File: src/hw/rtl/grp_pkg.sv
`timescale 1ns / 1ps
`default_nettype none
// ----------------------------------------------------------------------------
// grp_pkg: shared types and constants of the guillotine rectangle packer
// Free-list entry, scan candidate, cell command and controller states.
// ----------------------------------------------------------------------------
package grp_pkg;

	localparam int DIM_W          = 13;
	localparam int POS_W          = 12;
	localparam int SHEET_W        = 8;
	localparam int AREA_W         = 2 * DIM_W;
	localparam int STATUS_W       = 2;
	localparam int FREE_ENTRIES_D = 64;
	localparam int MAX_SHEETS_D   = 16;

	localparam logic [DIM_W-1:0] SIZE_RESET   = 13'd1024;
	localparam logic [DIM_W-1:0] SIZE_MAX_EFF = 13'd4096;
	localparam logic [DIM_W-1:0] SIZE_MIN_EFF = 13'd1;

	localparam logic [STATUS_W-1:0] ST_PLACED   = 2'd0;
	localparam logic [STATUS_W-1:0] ST_OVERSIZE = 2'd1;
	localparam logic [STATUS_W-1:0] ST_NO_SHEET = 2'd2;
	localparam logic [STATUS_W-1:0] ST_DROPPED  = 2'd3;

	typedef struct packed {
		logic [SHEET_W-1:0] sheet;
		logic [POS_W-1:0]   x;
		logic [POS_W-1:0]   y;
		logic [DIM_W-1:0]   w;
		logic [DIM_W-1:0]   h;
		logic [AREA_W-1:0]  area;
	} entry_t;

	typedef struct packed {
		logic   found;
		entry_t e;
	} cand_t;

	typedef struct packed {
		logic shift;
		logic wr_a;
		logic wr_b;
	} cell_cmd_t;

	typedef enum logic [2:0] {
		S_IDLE,
		S_SCAN,
		S_PICK,
		S_CALC,
		S_PUSH,
		S_DONE
	} state_t;

endpackage
`default_nettype wire

File: src/hw/rtl/grp_cell.sv
`timescale 1ns / 1ps
`default_nettype none
// ----------------------------------------------------------------------------
// grp_cell: one free-list slot of the packer
// Holds one free rectangle, folds it into the best-fit candidate passed along
// the chain, and shifts or loads its slot on command.
// ----------------------------------------------------------------------------
module grp_cell #(
	parameter int IW  = 6,
	parameter int IDX = 0
) (
	input  wire                              clk,
	input  wire                              arst_n,
	input  grp_pkg::cell_cmd_t               cmd,
	input  grp_pkg::entry_t                  wr_a_entry,
	input  grp_pkg::entry_t                  wr_b_entry,
	input  grp_pkg::entry_t                  nxt_entry,
	input  wire                              valid,
	input  wire [grp_pkg::DIM_W-1:0]         rw,
	input  wire [grp_pkg::DIM_W-1:0]         rh,
	input  grp_pkg::cand_t                   cand_in,
	input  wire [IW-1:0]                     idx_in,
	output grp_pkg::entry_t                  entry,
	output grp_pkg::cand_t                   cand_out,
	output logic [IW-1:0]                    idx_out
);

	grp_pkg::entry_t entry_q;
	grp_pkg::cand_t  cand_q;
	logic [IW-1:0]   idx_q;
	logic            take;

	assign take = valid && (rw <= entry_q.w) && (rh <= entry_q.h)
		&& (!cand_in.found || (entry_q.area < cand_in.e.area));

	always_ff @(posedge clk) begin
		if (cmd.wr_a) begin
			entry_q <= wr_a_entry;
		end else if (cmd.wr_b) begin
			entry_q <= wr_b_entry;
		end else if (cmd.shift) begin
			entry_q <= nxt_entry;
		end
	end

	always_ff @(posedge clk or negedge arst_n) begin
		if (!arst_n) begin
			cand_q <= '0;
			idx_q  <= '0;
		end else if (take) begin
			cand_q.found <= 1'b1;
			cand_q.e     <= entry_q;
			idx_q        <= IW'(IDX);
		end else begin
			cand_q <= cand_in;
			idx_q  <= idx_in;
		end
	end

	assign entry    = entry_q;
	assign cand_out = cand_q;
	assign idx_out  = idx_q;

endmodule
`default_nettype wire

File: config.mk
export PLATFORM = sky130hd
export DESIGN_NAME = grp_cell
export DESIGN_NICKNAME = d
export VERILOG_FILES = /design/src/hw/rtl/grp_pkg.sv /design/src/hw/rtl/grp_cell.sv
export SDC_FILE = /design/constraint.sdc
export NUM_CORES = 1
export LEC_CHECK = 0
export CORE_AREA = 2 2 212 214
export DETAILED_ROUTE_END_ITERATION = 12
export DIE_AREA = 0 0 214 216
export DONT_BUFFER_PORTS = 1
export PLACE_DENSITY_LB_ADDON = 0.08
export SLEW_MARGIN = 10
export SYNTH_ARGS = -nofsm -noshare
export SYNTH_HDL_FRONTEND = slang
export SYNTH_SLANG_ARGS = --single-unit
File: constraint.sdc
create_clock -name clk -period 3.88 [get_ports clk]
set_input_delay 0.582 -clock clk [delete_from_list [all_inputs] [get_ports clk]]
set_output_delay 0.582 -clock clk [all_outputs]
set_load 0.01 [all_outputs]
==> results.json <==
{
  "rr_worst_depth": 8,
  "synth_edf_count": 84,
  "grt_most_used_layer": "met2",
  "p_total_mw": 4.95,
  "clkLatencyLatePin_ns": 0.48,
  "post_drt_via_cell_ratio": 4.29,
  "period_share": 0.794,
  "ctsHtreeMaxLevel": 4,
  "max-slew-margin-rel": 0.462,
  "critPathCaptureType": "register",
  "fin_nets": 1153,
  "clk_pin_slew_ns": 0.07,
  "dr.pass1.iters": 4,
  "vias": 5721,
  "cts_tree": "yes",
  "fin_tns_setup_ns": 0,
  "irDropWorstVdd_v": 0.000200,
  "synth_top_family_by_area": "multiplexers",
  "antenna_found_initial": 1,
  "setup_viol": 0,
  "worstSetupPathType": "reg -> reg",
  "drt-wirelength-per-cell_um": 23.9,
  "grt_pass1_wl_mm": 45.3,
  "fin_cells": 1333,
  "post-place-ws_ns": 0.567,
  "worst_pin_slew_ns": 0.806,
  "route.detailed.drc": 0,
  "synth_fa_ha_area_frac": 0.0694,
  "max_clock_freq_mhz": 325,
  "gr-usage-met1": 0.152,
  "wirelength_mm": 31.9,
  "rsz0062_at_grt": "false",
  "fp.dieW_um": 214,
  "synth_ff_type": "dfrtp_1",
  "synth_top_area_frac": 0.275,
  "drv_cap": 0,
  "rows": 77,
  "syn2layout_area_growth_pct": 13.5,
  "gr-usage-met3": 0.0521,
  "grt_use_total": 0.138,
  "grt_max_degree": 170,
  "async_flop_share": 0.520,
  "finalHoldViolations": 0,
  "p_per_area_mw_per_mm2": 475,
  "synth_top_cell_by_area": "edfxtp_1",
  "cts.sinks": 175,
  "core-area_sq_mm": 0.0438,
  "muxShareOfSynthArea": 0.229,
  "synth.distinct_cells": 38,
  "syn_avg_cell_area_sq_um": 12.5,
  "syn_inst": 738,
  "yosys.area_share.simple": 0.0639,
  "synth_compound_area_frac": 0.0719,
  "die_height_um": 216,
  "drive_above_1_share": 0.174,
  "ys_warn_count": 0,
  "ys_ff_latch": 175,
  "cts_buffers": 17,
  "status": "finished, final reports clean",
  "syn_area_sq_mm": 0.00919,
  "hold_class": "in -> async",
  "dp_hpwl_mm": 24.8,
  "ant_nets": 0,
  "synth_top_cells_by_area": "edfxtp_1 27%, dfrtp_1 25%, mux2_4 14%",
  "startpoint_type": "register",
  "dp_cells": 1299,
  "synth-seq-area-share": 0.522,
  "routabilityCongestion": 0.776,
  "cp.arrival_ns": 3.45,
  "crit_required_ns": 4.25,
  "synth_nets": 1164,
  "grt_use_met2": 0.237,
  "cts-root-buf": "clkbuf_16",
  "slew_violations": 0,
  "dieArea_sq_mm": 0.0462,
  "grt_pass1_vias": 6294,
  "crit_path_max_fanout": 28,
  "start_util": 0.210,
  "fin_skew_ns": 0.0126,
  "finalCriticalPeriod_ns": 3.08,
  "synth_xor_area_frac": 0,
  "final.setup.worst_slack_ns": 0.801,
  "yosys-top-cells-count": "96 x nand2_1, 91 x dfrtp_1, 85 x o21ai_0",
  "ios": 550,
  "port_buffers": 0,
  "leakagePower_nw": 4.69,
  "synth.most_common_cell": "nand2_1",
  "drt_iter0_drc": 274,
  "gr-total-overflow": 0,
  "cts_max_path_buffers": 2
}
## sequential cells by signal, summed over array words and instances, names as in the netlist
name      count
cand_out     85
entry        84
idx_out       6
## stage by stage
step	utilization	cell area (sq um)	hold WS, ns
detailed placement	0.224	9810	0.290
finish	0.238	10400	0.0211
CTS	0.238	10400	0.00788
global placement	0.224	9810	0.289
floorplan	-	9190	0.286
global route	0.238	10400	0.0144
## kinds of logic after synthesis
family | after synthesis
AO/OA/AOI/OAI | 120
buffers and inverters | 89
AND/OR/NAND/NOR | 135
flip-flops | 175
adder cells (fa/ha/maj) | 51
multiplexers | 168
## placed cells by master (no fill, tap or decap), types with 3 or more instances in the layout
master      instances
a21oi_1            16
and2_1              6
buf_4               4
clkbuf_16          17
clkinv_4            3
clkinvlp_4          4
dfrtp_1            91
edfxtp_1           84
ha_1               51
inv_1              52
inv_6               4
mux2_4             84
mux2i_1            84
nand2_1            96
nand3_1             5
nand4_1            11
nor2_1              6
nor3_1              4
o21ai_0            85
## worst max-delay path, cell delays in order (launching register included)
cell and delay, ns:
edfxtp_1 0.52, ha_1 0.38, nand4_1 0.14, nor3_1 0.46, o311a_1 0.32, o21ai_2 0.14
nand2_8 0.33, buf_4 0.33, mux2_4 0.33
## power by group
part           leakage, nW  internal, mW  switching (mW)
logic                 2.45         0.348           0.302
clock network        0.280         0.973           0.830
registers             1.95          2.19           0.305
total                 4.69          3.51            1.44
## worst paths after layout
path,start,endpoint,slack [ns]
worst max-delay path,entry[24],cand_out[55],0.80
worst min-delay path,arst_n,cand_out[39],0.02
worst max register to register,entry[24],cand_out[55],0.80
worst min register to register,entry[60],cand_out[60],0.61
max in group asynchronous,arst_n,cand_out[1],3.40
min in group clk,cand_in[84],cand_out[84],0.21
## per-layer routing
metal,part of all wire,up-vias,wire length [um]
li1,-,2617,-
met1,0.38,2797,12200
met2,0.52,269,16500
met3,0.074,38,2370
met4,0.024,0,775
met5,0,-,0
## layout make-up
cell class              instances  area (sq um)
diodes                          1          2.50
clock buffers                  18           439
clock inverters                14           156
fillers                      4642         33400
inverters                      52           195
multi-input cells             474          4000
flip-flops and latches        175          4800
well taps                     592           741
repair buffers                  7          97.6
## timing repair
action / 4_1_cts / 5_1_grt
buffers inserted: 0 / 0
gates resized for setup: 0 / 0
endpoints found under the hold margin: 91 / 0
hold buffers: 1 / 0
(Power assumes the default switching activity.)
